File: config.mk
export PLATFORM = sky130hd
export DESIGN_NAME = mmt_ctrl
export DESIGN_NICKNAME = d
export VERILOG_FILES = /design/src/design/mmt_pkg.sv /design/src/design/mmt_ctrl.sv
export SDC_FILE = /design/constraint.sdc
export NUM_CORES = 1
export LEC_CHECK = 0
export ABC_AREA = 1
export BUFFER_PORTS_ARGS = -buffer_cell sky130_fd_sc_hd__buf_2
export CAP_MARGIN = 20
export CORE_AREA = 2 2 39 41
export DETAILED_ROUTE_END_ITERATION = 12
export DIE_AREA = 0 0 41 43
export MAX_ROUTING_LAYER = met4
export PLACE_DENSITY = 0.5
export SYNTH_ARGS = -nofsm -noshare
export SYNTH_HDL_FRONTEND = slang
export SYNTH_SLANG_ARGS = --single-unit
export TNS_END_PERCENT = 30
File: constraint.sdc
create_clock -name clk -period 1 [get_ports clk]
set_input_delay 0.05 -clock clk [delete_from_list [all_inputs] [get_ports clk]]
set_output_delay 0.05 -clock clk [all_outputs]
set_load 0.05 [all_outputs]
File: src/design/mmt_pkg.sv
// Package for the matrix multiply transpose unit.
// Holds sizes, request and register codes, payload and control structs, and helpers.
// No dependencies.
package mmt_pkg;

    localparam int MAX_DIM     = 64;
    localparam int STORE_DEPTH = 4096;
    localparam int DATA_WIDTH  = 16;

    localparam int DIM_W     = $clog2(MAX_DIM + 1);
    localparam int ADDR_W    = $clog2(MAX_DIM * MAX_DIM);
    localparam int STORE_AW  = $clog2(STORE_DEPTH);
    localparam int PROD_W    = 2 * DATA_WIDTH;
    localparam int ACC_W     = 48;
    localparam int CFG_W     = 7;
    localparam int CFG_IDX_W = 3;
    localparam int REQ_W     = 2;
    localparam int IDX_W     = 12;
    localparam int VAL_W     = 16;
    localparam int POS_W     = 6;

    localparam logic [REQ_W-1:0] REQ_LOAD_LHS = 2'd0;
    localparam logic [REQ_W-1:0] REQ_LOAD_RHS = 2'd1;
    localparam logic [REQ_W-1:0] REQ_COMPUTE  = 2'd2;

    localparam logic [CFG_IDX_W-1:0] CFG_DIM_M          = 3'd0;
    localparam logic [CFG_IDX_W-1:0] CFG_DIM_N          = 3'd1;
    localparam logic [CFG_IDX_W-1:0] CFG_DIM_K          = 3'd2;
    localparam logic [CFG_IDX_W-1:0] CFG_LHS_TRANSPOSED = 3'd3;
    localparam logic [CFG_IDX_W-1:0] CFG_RHS_TRANSPOSED = 3'd4;

    typedef struct packed {
        logic [REQ_W-1:0]        req_type;
        logic [IDX_W-1:0]        elem_index;
        logic signed [VAL_W-1:0] elem_value;
        logic [POS_W-1:0]        out_row;
        logic [POS_W-1:0]        out_col;
    } mmt_req_t;

    typedef struct packed {
        logic signed [ACC_W-1:0] out_value;
        logic [POS_W-1:0]        res_row;
        logic [POS_W-1:0]        res_col;
        logic                    range_error;
    } mmt_res_t;

    typedef struct packed {
        logic accept;
        logic capture;
        logic setup;
        logic issue;
        logic finish;
    } mmt_cmd_t;

    typedef struct packed {
        logic last_step;
        logic range_err;
        logic busy;
        logic out_full;
    } mmt_status_t;

    // Dimension registers saturate to the range one to MAX_DIM.
    function automatic logic [DIM_W-1:0] clamp_dim(input logic [CFG_W-1:0] v);
        if (v == '0)
            return DIM_W'(1);
        else if (32'(v) > MAX_DIM)
            return DIM_W'(MAX_DIM);
        else
            return DIM_W'(v);
    endfunction

endpackage

File: src/design/mmt_ctrl.sv
// Controller state machine of the matrix multiply transpose unit.
// Depends on mmt_pkg for the command and status structs and request codes.
module mmt_ctrl (
    input  logic                      clk,
    input  logic                      rst_n,
    input  logic                      req_valid,
    input  logic [mmt_pkg::REQ_W-1:0] req_type,
    output logic                      req_ready,
    input  logic                      res_ready,
    input  mmt_pkg::mmt_status_t      status,
    output mmt_pkg::mmt_cmd_t         cmd
);

    import mmt_pkg::*;

    typedef enum logic [1:0] {ST_IDLE, ST_SETUP, ST_RUN, ST_DRAIN} state_t;

    state_t state_reg;
    state_t state_next;
    logic   ready_reg;

    always_comb
    begin
        state_next = state_reg;
        cmd        = '0;
        cmd.accept = req_valid && ready_reg;
        unique case (state_reg)
            ST_IDLE:
            begin
                if (cmd.accept && req_type == REQ_COMPUTE)
                begin
                    cmd.capture = 1'b1;
                    state_next  = ST_SETUP;
                end
            end
            ST_SETUP:
            begin
                cmd.setup  = 1'b1;
                state_next = status.range_err ? ST_DRAIN : ST_RUN;
            end
            ST_RUN:
            begin
                cmd.issue = 1'b1;
                if (status.last_step)
                begin
                    state_next = ST_DRAIN;
                end
            end
            ST_DRAIN:
            begin
                if (!status.busy && (!status.out_full || res_ready))
                begin
                    cmd.finish = 1'b1;
                    state_next = ST_IDLE;
                end
            end
        endcase
    end

    always_ff @(posedge clk or negedge rst_n)
    begin
        if (!rst_n)
        begin
            state_reg <= ST_IDLE;
            ready_reg <= 1'b1;
        end
        else
        begin
            state_reg <= state_next;
            ready_reg <= (state_next == ST_IDLE);
        end
    end

    assign req_ready = ready_reg;

    a_compute_starts: assert property (@(posedge clk) disable iff (!rst_n)
        (cmd.accept && req_type == REQ_COMPUTE) |=> state_reg == ST_SETUP)
        else $error("compute transfer did not start the setup step");

    a_ready_only_idle: assert property (@(posedge clk) disable iff (!rst_n)
        ready_reg |-> state_reg == ST_IDLE)
        else $error("request ready outside the idle state");

endmodule

# Yosys cells after proc, flatten, opt, wreduce, memory -nomap -nowiden
# Index checks and enable logic that the tools add are counted.
dict set report totals {
  out_inout_bits 6
  inputBits 10
  word_cells 25
  ff_bits 3
}
dict set report classes {
  n_reduce_logical 8
  n_mux 11
  n_eq_ne 4
}
# operator n
set op_table {}
lappend op_table {{$pmux 2 s4} 1}
lappend op_table {{$mux 1} 7}
lappend op_table {{$eq 2x2->1 const B} 3}
lappend op_table {{$mux 2} 3}
lappend op_table {{$logic_not 2->1} 2}
lappend op_table {{$logic_and 1x1->1} 3}
lappend op_table {{$eq 2x1->1 const B} 1}
lappend op_table {{$logic_not 1->1} 2}
lappend op_table {{$logic_or 1x1->1} 1}

# Logic depth before layout (Yosys ltp)
# Gate-level depths: netlist of run 1.
dict set report depth {
  word_depth 6
  depth_mapped 6
  depth_no_buf 6
}

# Least setup slack after synthesis of run 1
# OpenSTA, ideal clock, no wires.
dict set report synth_path {
  path_kind {reg-to-output}
  startpoint {reg ready_reg, in the netlist req_ready}
  endpoint {out cmd[3] (netlist bit)}
  slack_ns -0.508
  arrival_time_ns 1.458
  required_ns 0.950
  stages_incl_launch_ff 5
  path_cell_list {dfstp_2 > nand2_1 > inv_2 > nand3_1 > inv_1}
}
# item line_no
set synth_rtl {}
lappend synth_rtl {{start: declaration} mmt_ctrl.sv:20} ;# logic ready_reg;
lappend synth_rtl {{start signal: assignment} mmt_ctrl.sv:70} ;# ready_reg <= (state_next == ST_IDLE);
lappend synth_rtl {{end: declaration} mmt_ctrl.sv:11} ;# output mmt_pkg::mmt_cmd_t cmd

==> results of run 1 <==
[final cells by class]
class | instances | area, um2
clock buffer | 4 | 26.3
multi-input combinational | 17 | 120
timing repair buffer | 22 | 166
sequential | 3 | 76.3
inverter | 12 | 55.1
fill | 154 | 920
tap | 16 | 20.0
[timing repair]
action	CTS	global route
endpoints found under the hold margin	3	0
hold buffers	1	0
cloned	0	0
pin swaps	1	1
resized for setup	12	5
buffers inserted	2	0
endpoints found under the setup margin	8	9
[how the worst min path moves through the flow]
stage	startpoint	end	depth (start not counted)
2_1_floorplan	rst_n	state_reg[0]$_DFF_PN0_	0
3_3_place_gp	rst_n	state_reg[1]$_DFF_PN0_	1
3_5_place_dp	rst_n	state_reg[1]$_DFF_PN0_	1
4_1_cts	rst_n	state_reg[1]$_DFF_PN0_	2
5_1_grt	rst_n	state_reg[0]$_DFF_PN0_	2
6_report	rst_n	state_reg[1]$_DFF_PN0_	2
[power breakdown]
group          leakage, nW  switching (mW)  internal (mW)
clock network       0.0150          0.0540          0.149
logic                0.213           0.540          0.316
registers           0.0328          0.0375          0.193
total                0.261           0.632          0.658
[through the flow]
| stage | utilization, % | setup WS, ns | TNS (ns) | power, mW | std cells |
|---|---|---|---|---|---|
| 2_1_floorplan | - | -0.282 | -0.955 | 0.756 | 32 |
| 3_3_place_gp | 26.3 | -0.0755 | -0.132 | 0.951 | 67 |
| 3_5_place_dp | 26.3 | -0.0853 | -0.154 | 0.957 | 67 |
| 4_1_cts | 32.6 | -0.226 | -1.13 | 1.27 | 74 |
| 5_1_grt | 33.5 | -0.252 | -1.34 | 1.38 | 74 |
| 6_report | 33.5 | -0.207 | -0.931 | 1.29 | 74 |
[cell families after synthesis]
group         count (synthesis)  share of synthesized area [%]
buf+inv                      12                           21.5
simple gates                 17                           43.0
flops                         3                           35.5
[worst max-delay path, stage by stage (launching register included)]
cell	delay [ns]
dfstp_2	0.54
nand2_4	0.06
clkinv_4	0.04
nand3_4	0.07
clkinvlp_4	0.08
buf_8	0.13
[placed cells by master (no fill, tap or decap)]
| cell | Yosys | routed |
|---|---|---|
| buf_2 | 0 | 11 |
| buf_4 | 0 | 5 |
| buf_6 | 0 | 3 |
| buf_8 | 0 | 2 |
| clkbuf_1 | 0 | 1 |
| clkbuf_4 | 0 | 3 |
| clkinv_1 | 1 | 1 |
| clkinv_2 | 1 | 1 |
| clkinv_4 | 0 | 1 |
| clkinvlp_4 | 0 | 1 |
| dfrtp_1 | 2 | 2 |
| dfstp_2 | 1 | 1 |
| dlygate4sd3_1 | 0 | 1 |
| inv_1 | 6 | 4 |
| inv_2 | 4 | 4 |
| nand2_1 | 5 | 3 |
| nand2_2 | 1 | 2 |
| nand2_4 | 1 | 2 |
| nand3_1 | 3 | 2 |
| nand3_2 | 2 | 2 |
| nand3_4 | 0 | 1 |
| nor2_1 | 4 | 2 |
| nor2_2 | 1 | 3 |
[layer usage]
metal	GRT usage, %	vias to the layer above
li1	-	140
met1	7.47	112
met2	10.9	8
met3	0	0
met4	4.00	0
met5	-	-
==> out/results.ini, run 1 <==
[synth]
synth-edff-count = 0
synth_top_area_share_pct = 23.3
syn-num-nets = 42
synth-main-ff-cell = dfrtp_1
yosysSeqAreaShare_pct = 35.5
ys_top_cells_by_count = inv_1, nand2_1, inv_2, nor2_1, nand3_1
synthTopCellsByArea = dfrtp_1, dfstp_2, inv_1
ys_warn_count = 0
syn_area_um2 = 215
synthesis.instances = 32
synth_area_leader_cell = dfrtp_1
synth.most_common_cell = inv_1
ys_types = 13
synth-seq-cells = 3
async_reset_ff_share_pct = 100
syn_area_per_cell_um2 = 6.73

[run_status]
status = complete, but fails checks
violations = negative setup slack

[sta]
fmax_ghz = 0.828
fin_crit_ns = 1.21
hold-worst-slack_ns = 0.147
worst-slew-pin-transition_ns = 0.243
fin_ws_ns = -0.207
skew_ns = 0.00117
rsz0062_at_grt = true
report.final.setup_viol = 8
slew_viol_final = 0
final.period_utilization_pct = 121
slew_headroom_pct = 83.7
hold_viol = 0

[placed_design]
place.gp.congestion = 0.637
place_area_um2 = 364
io_buffers = 15
dp_hpwl_um = 394

[worst_setup_path]
r2r-end = req_ready$_DFF_PN1_
cp_max_fo = 2
end_kind = output pin
critical_path_class = flip-flop to output pin
critical_path_required_ns = 0.95
startpoint = req_ready$_DFF_PN1_
endpoint = cmd[3]
worstSetupStartpointType = flip-flop
r2r_cells = 7
regToRegSetupSlack_ns = -0.15
crit-reg2reg-launch = req_ready$_DFF_PN1_
worstPathArrival_ns = 1.16

[die]
start_util_pct = 15.6
dieArea_mm2 = 0.00176
rows = 14
die_height_um = 43
core-area_mm2 = 0.00138
ios = 16
die_w_um = 41

[detailed_routing]
wl_met3_um = 27
firstDrtPassIters = 2
drt-total-wl_um = 443
topRoutingLayerUsed = met3
drcViolationCount = 0
met2WireLength_um = 249
drtAntennaViolNets = 0
drt_iter0_markers = 2
m1WireLength_um = 165
vias = 260
avgRoutedWirePerCell_um = 5.99
via_per_inst = 3.51

[global_routing]
grt_max_degree = 5
track_usage_pct = 6.60
grt_pass1_vias = 241
antenna_found_initial = 0
grt_pass1_wl_um = 807
grt_overflow_total = 0

[clocking]
numCtsBuffers = 3
root_buffer = clkbuf_4
cts_htree_levels = 1
worstSkewPairLatency_ns = 0.23
cts_tree = built
cts.sink_count = 3
clkTransAtPathRegs_ns = 0.03
clockBufferDepth = 2

[flow_run]
maxCapViolations = 0

[cells_and_area]
diodes = 0
area_growth_pct = 116
nets = 69
largest_register_ffs = 2
design_area_um2 = 464
drive_gt1_share_pct = 72.4

[pwr]
p_per_area_mw_per_mm2 = 2780
p_leak_nw = 0.261
vdd_ir_drop_max_v = 0.000757

[min_path]
holdCritPathClass = primary input to asynchronous set/reset pin

Note: power is estimated with default switching activity, not from simulation.
==> run 2, diff against run 1 <==
--- a/config.mk
+++ b/config.mk
@@ -5,14 +5,13 @@
 export SDC_FILE = /design/constraint.sdc
 export NUM_CORES = 1
 export LEC_CHECK = 0
-export ABC_AREA = 1
 export BUFFER_PORTS_ARGS = -buffer_cell sky130_fd_sc_hd__buf_2
 export CAP_MARGIN = 20
 export CORE_AREA = 2 2 39 41
 export DETAILED_ROUTE_END_ITERATION = 12
 export DIE_AREA = 0 0 41 43
 export MAX_ROUTING_LAYER = met4
-export PLACE_DENSITY = 0.5
+export PLACE_DENSITY = 0.47
 export SYNTH_ARGS = -nofsm -noshare
 export SYNTH_HDL_FRONTEND = slang
 export SYNTH_SLANG_ARGS = --single-unit
==> run 2 against run 1 <==
Net effect:
- the flow still finishes with violations (negative setup slack)
- clock-buffer cell count is the same
- first-iteration DRC count grew to 3.0 times the previous value
- synthesized cell count shrank 47%
- worst setup slack lost 0.11 ns
- clock power grew 5%
- synthesized area shrank 18%
- combinational power shrank 6.3%
- total power shrank 1.1%
- sequential share of layout area grew 4.1 points
- global-route usage grew 0.41 points
- non-clock buffer count shrank 2
- sequential cell count is the same
- critical endpoint unchanged
- largest cell class unchanged
==> out/results.ini, run 2 <==
[run_status]
status = complete, but fails checks
violations = negative setup slack

[worst_setup_path]
cp_max_fo = 2  ; unchanged
critical_path_required_ns = 0.95  ; about the same
critical_path_class = flip-flop to output pin
end_kind = output pin
worstSetupStartpointType = flip-flop
worstPathArrival_ns = 1.27  ; +0.11 ns
r2r_cells = 4  ; -3

[clocking]
clkTransAtPathRegs_ns = 0.04  ; about the same
clockBufferDepth = 2  ; unchanged
cts_tree = built
cts_htree_levels = 1  ; unchanged
numCtsBuffers = 3  ; unchanged
worstSkewPairLatency_ns = 0.23  ; about the same
root_buffer = clkbuf_4
cts.sink_count = 3  ; unchanged

[synth]
syn-num-nets = 27  ; -36%
synth-main-ff-cell = dfrtp_1
async_reset_ff_share_pct = 100  ; unchanged
syn_area_um2 = 176  ; -18%
syn_area_per_cell_um2 = 10.4  ; +54%
synth-seq-cells = 3  ; unchanged
synth_top_area_share_pct = 28.4  ; +5.1 points
ys_warn_count = 0  ; unchanged
synthesis.instances = 17  ; -47%
ys_types = 14  ; +1
synth_area_leader_cell = dfrtp_1
ys_top_cells_by_count = a31oi_1, and2b_2, dfrtp_1
yosysSeqAreaShare_pct = 43.3  ; +7.8 points
synthTopCellsByArea = dfrtp_1, dfstp_2, and2b_2
synth-edff-count = 0  ; unchanged

[sta]
fin_crit_ns = 1.32  ; +0.113 ns
hold-worst-slack_ns = 0.0379  ; -0.109 ns
tns_ns = -1.26  ; -0.333 ns
worst-slew-pin-transition_ns = 0.249  ; +0.00589 ns
fin_ws_ns = -0.320  ; -0.113 ns
fmax_ghz = 0.757  ; -8.6%
hold_viol = 0  ; unchanged
skew_ns = 0.00359  ; +0.00242 ns
report.final.setup_viol = 8  ; unchanged
slew_headroom_pct = 83.5  ; -0.22 points
slew_viol_final = 0  ; unchanged
rsz0062_at_grt = true
final.period_utilization_pct = 132  ; +11 points

[cells_and_area]
area_growth_pct = 114
final_common_cell = buf_2
design_area_um2 = 378  ; -19%
mostFrequentLayoutCells = buf_2, buf_4, clkbuf_4
nets = 52  ; -25%
final_util_pct = 27.3  ; -6.2 points
final_cells = 57  ; -23%
diodes = 0  ; unchanged
drive_gt1_share_pct = 75.6  ; +3.2 points
largest_register_ffs = 2  ; unchanged

[global_routing]
grt_max_degree = 7  ; +2
antenna_found_initial = 0  ; unchanged
grt_pass1_wl_um = 752  ; -6.8%
grt_pass1_vias = 190  ; -21%
track_usage_pct = 7.02  ; +0.41 points
grt_overflow_total = 0  ; unchanged

[placed_design]
place.gp.congestion = 0.675  ; +6.0%
post-place-ws_ns = -0.172  ; -0.0871 ns
dp_cells = 51  ; -24%
place_area_um2 = 294  ; -19%
io_buffers = 15  ; unchanged
dp_hpwl_um = 415  ; +5.4%

[die]
die_height_um = 43  ; unchanged
start_util_pct = 12.7  ; -2.8 points
core-area_mm2 = 0.00138  ; unchanged
dieArea_mm2 = 0.00176  ; unchanged
ios = 16  ; unchanged
die_w_um = 41  ; unchanged
rows = 14  ; unchanged

[detailed_routing]
firstDrtPassIters = 3  ; +1
via_per_inst = 3.72  ; +5.9%
drt-total-wl_um = 544  ; +23%
avgRoutedWirePerCell_um = 9.54  ; +59%
drcViolationCount = 0  ; unchanged
drtAntennaViolNets = 0  ; unchanged
drt_iter0_markers = 6  ; +4
vias = 212  ; -18%

[pwr]
vdd_ir_drop_max_v = 0.00159  ; +110%
total_power_mw = 1.28  ; -1.1%
p_leak_nw = 0.194  ; -26%
p_per_area_mw_per_mm2 = 3380  ; +21%

[min_path]
holdCritPathClass = primary input to flip-flop
holdPathStages = 2

[flow_run]
maxCapViolations = 0  ; unchanged

-- run 2: worst paths after layout --
path	slack [ns]	from	to
min in group asynchronous	0.15	rst_n	state_reg[0]$_DFF_PN0_
max in group asynchronous	0.66	rst_n	req_ready$_DFF_PN1_
max reg2reg	-0.15	req_ready$_DFF_PN1_	state_reg[0]$_DFF_PN0_
max	-0.32	req_ready$_DFF_PN1_	cmd[3]
min	0.04	status[3]	state_reg[0]$_DFF_PN0_
min reg2reg	0.69	state_reg[1]$_DFF_PN0_	state_reg[1]$_DFF_PN0_
-- run 2: cells by family after synthesis --
logic type	after synthesis	synth area share, %
and+or+nand+nor	9	39.7
buffers and inverters	1	2.13
AOI/OAI and AO/OA	4	14.9
DFF	3	43.3
-- run 2: power by group --
group / switching [mW] / internal (mW)
clock network: 0.0642 / 0.150
logic: 0.451 / 0.351
registers: 0.0580 / 0.202
total: 0.573 / 0.702
-- run 2: per-layer routing --
| layer | up-vias | track usage [%] | wire, um |
|---|---|---|---|
| li1 | 107 | - | - |
| met3 | 0 | 6.81 | 105 |
| met5 | - | - | 0 |
| met4 | 0 | 4.00 | 0 |
| met2 | 18 | 6.25 | 172 |
| met1 | 87 | 9.42 | 266 |
-- run 2: repair_timing --
item	in CTS	in global routing
setup buffers	0	1
gates cloned	0	0
pin swaps	2	0
gates resized for setup	12	2
endpoints found under the setup margin	8	8
hold endpoints to repair	3	0
hold buffers	1	0
-- run 2: worst max-delay path, cell delays in order (launching register included) --
cell and delay (ns):
dfstp_2 0.52, and2_4 0.13, and4b_4 0.24, buf_8 0.15
-- run 2: layout make-up --
class / instances / area, um2
Fill cell: 149 / 1010
Inverter: 1 / 3.75
Multi-Input combinational cell: 13 / 103
Clock buffer: 4 / 26.3
Tap cell: 16 / 20.0
Sequential cell: 3 / 77.6
Timing Repair Buffer: 20 / 148
==> run 3, diff against run 2 <==
--- a/config.mk
+++ b/config.mk
@@ -7,11 +7,12 @@
 export LEC_CHECK = 0
 export BUFFER_PORTS_ARGS = -buffer_cell sky130_fd_sc_hd__buf_2
 export CAP_MARGIN = 20
+export CELL_PAD_IN_SITES_DETAIL_PLACEMENT = 1
+export CELL_PAD_IN_SITES_GLOBAL_PLACEMENT = 1
 export CORE_AREA = 2 2 39 41
 export DETAILED_ROUTE_END_ITERATION = 12
 export DIE_AREA = 0 0 41 43
-export MAX_ROUTING_LAYER = met4
-export PLACE_DENSITY = 0.47
+export PLACE_DENSITY = 0.58
 export SYNTH_ARGS = -nofsm -noshare
 export SYNTH_HDL_FRONTEND = slang
 export SYNTH_SLANG_ARGS = --single-unit
==> run 3 against run 2 <==
Net effect:
- die area unchanged
- sequential cell count is the same
- critical path type unchanged
- core utilization is 0.27 points higher
- the run still ends with negative setup slack left
==> out/results.ini, run 3 (synthesis results as in run 2) <==
[clocking]
numCtsBuffers = 3  ; unchanged
cts.sink_count = 3  ; unchanged
root_buffer = clkbuf_4
clkTransAtPathRegs_ns = 0.04  ; about the same
worstSkewPairLatency_ns = 0.24  ; about the same
cts_tree = built
cts_htree_levels = 1  ; unchanged
clockBufferDepth = 2  ; unchanged

[detailed_routing]
drt_iter0_markers = 1  ; -5
drtAntennaViolNets = 0  ; unchanged
via_per_inst = 4.04  ; +8.5%
vias = 230  ; +8.5%
drcViolationCount = 0  ; unchanged
firstDrtPassIters = 2  ; -1
avgRoutedWirePerCell_um = 11.3  ; +19%
drt-total-wl_um = 645  ; +19%

[pwr]
clockPowerShare_pct = 17.7  ; +0.9 points
combPwrFrac_pct = 61.3  ; -1.6 points
vdd_ir_drop_max_v = 0.00130  ; -18%
p_int_mw = 0.691  ; -1.7%
seq_power_share_pct = 21.0  ; +0.6 points
p_leak_nw = 0.195  ; +0.63%
p_per_area_mw_per_mm2 = 3370  ; -0.26%
switching_share_pct = 46.3  ; +1.3 points
total_power_mw = 1.28  ; +0.73%
p_switching_mw = 0.594  ; +3.6%

[die]
core-area_mm2 = 0.00138  ; unchanged
ios = 16  ; unchanged
rows = 14  ; unchanged
die_height_um = 43  ; unchanged
die_w_um = 41  ; unchanged
start_util_pct = 12.7  ; unchanged
dieArea_mm2 = 0.00176  ; unchanged

[sta]
final.period_utilization_pct = 133  ; +1.0 points
fmax_ghz = 0.752  ; -0.77%
hold_viol = 0  ; unchanged
report.final.setup_viol = 8  ; unchanged
tns_ns = -1.59  ; -0.325 ns
worst-slew-pin-transition_ns = 0.226  ; -0.0228 ns
skew_ns = 0.00470  ; +0.00111 ns
fin_crit_ns = 1.33  ; +0.0102 ns
rsz0062_at_grt = true
fin_ws_ns = -0.330  ; -0.0102 ns
slew_viol_final = 0  ; unchanged
slew_headroom_pct = 84.8  ; +1.2 points

[cells_and_area]
final_common_cell = buf_2
area_growth_pct = 116
drive_gt1_share_pct = 75.6  ; unchanged
diodes = 0  ; unchanged
largest_register_ffs = 2  ; unchanged
mostFrequentLayoutCells = buf_2, buf_4, clkbuf_4, buf_8
nets = 52  ; unchanged

[global_routing]
grt_max_degree = 6  ; -1
grt_pass1_vias = 240  ; +26%
antenna_found_initial = 0  ; unchanged
track_usage_pct = 9.48  ; +2.5 points
grt_pass1_wl_um = 1040  ; +38%
grt_overflow_total = 0  ; unchanged

[run_status]
status = complete, but fails checks
violations = negative setup slack

[worst_setup_path]
end_kind = output pin
worstPathArrival_ns = 1.28  ; about the same
critical_path_required_ns = 0.95  ; about the same
cp_max_fo = 2  ; unchanged
worstSetupStartpointType = flip-flop
r2r_cells = 5  ; +1
critical_path_class = flip-flop to output pin

[min_path]
holdPathStages = 2  ; unchanged
holdCritPathClass = primary input to flip-flop

[placed_design]
post-place-ws_ns = -0.189  ; -0.0169 ns
io_buffers = 15  ; unchanged
place.gp.congestion = 0.709  ; +5.1%

[flow_run]
maxCapViolations = 0  ; unchanged

## run 3: changes by cell type in the layout (fill, tap and decap cells not counted)
| cell | before | now |
|---|---|---|
| buf_6 | 2 | 1 |
| buf_8 | 2 | 3 |
| o21ai_0 | 0 | 1 |
| o21ai_1 | 1 | 0 |
## run 3: stage by stage
| stage | hold slack, ns | util, % | cell area [um2] | instances |
|---|---|---|---|---|
| 2_1_floorplan | -0.246 | - | 176 | 17 |
| 3_3_place_gp | -0.150 | 20.2 | 279 | 49 |
| 3_5_place_dp | -0.152 | 20.2 | 279 | 49 |
| 4_1_cts | 0.0215 | 26.7 | 369 | 56 |
| 5_1_grt | 0.0274 | 27.6 | 382 | 57 |
| 6_report | 0.0272 | 27.6 | 382 | 57 |
## run 3: path summary, 6_finish.rpt
kind	startpoint	endpoint	slack, ns
worst min-delay path	status[3]	state_reg[0]$_DFF_PN0_	0.03
max in group asynchronous	rst_n	req_ready$_DFF_PN1_	0.66
worst max-delay path	req_ready$_DFF_PN1_	cmd[3]	-0.33
worst min register to register	state_reg[1]$_DFF_PN0_	state_reg[1]$_DFF_PN0_	0.68
worst max register to register	state_reg[0]$_DFF_PN0_	state_reg[0]$_DFF_PN0_	-0.27
min in group asynchronous	rst_n	state_reg[0]$_DFF_PN0_	0.14
## run 3: timing repair
| item | CTS | global route |
|---|---|---|
| setup endpoints to repair | 8 | 8 |
| hold buffers | 1 | 0 |
| setup buffers | 2 | 1 |
| hold endpoints to repair | 3 | 0 |
| pin swaps | 2 | 1 |
| gates resized for setup | 12 | 2 |
## run 3: worst max-delay path: stages (launching register included)
cell and delay (ns):
dfstp_2 0.52, and2_4 0.13, and4b_4 0.24, buf_8 0.15
## run 3: power groups by stage
stage                     Combinational [mW]  Sequential [mW]  Clock (mW)
after floorplan                        0.411            0.324           0
after global placement                 0.627            0.262           0
after detailed placement               0.623            0.269           0
after CTS                              0.773            0.267       0.233
after global routing                   0.827            0.285       0.242
final                                  0.788            0.270       0.227
## run 3: layer usage
metal / global-route usage, % / vias up / part of all wire (%)
met4: 8.00 / 0 / 2.3
met3: 5.24 / 2 / 14
met1: 12.1 / 101 / 44
met2: 10.9 / 19 / 39
li1: - / 108 / -
met5: 0 / - / 0
## run 3: cell type report
class | count | area [um2]
fill | 164 | 1000
sequential | 3 | 77.6
clock buffer | 4 | 26.3
inverter | 1 | 3.75
timing repair buffer | 20 | 151
multi-input combinational | 13 | 103
tap | 16 | 20.0
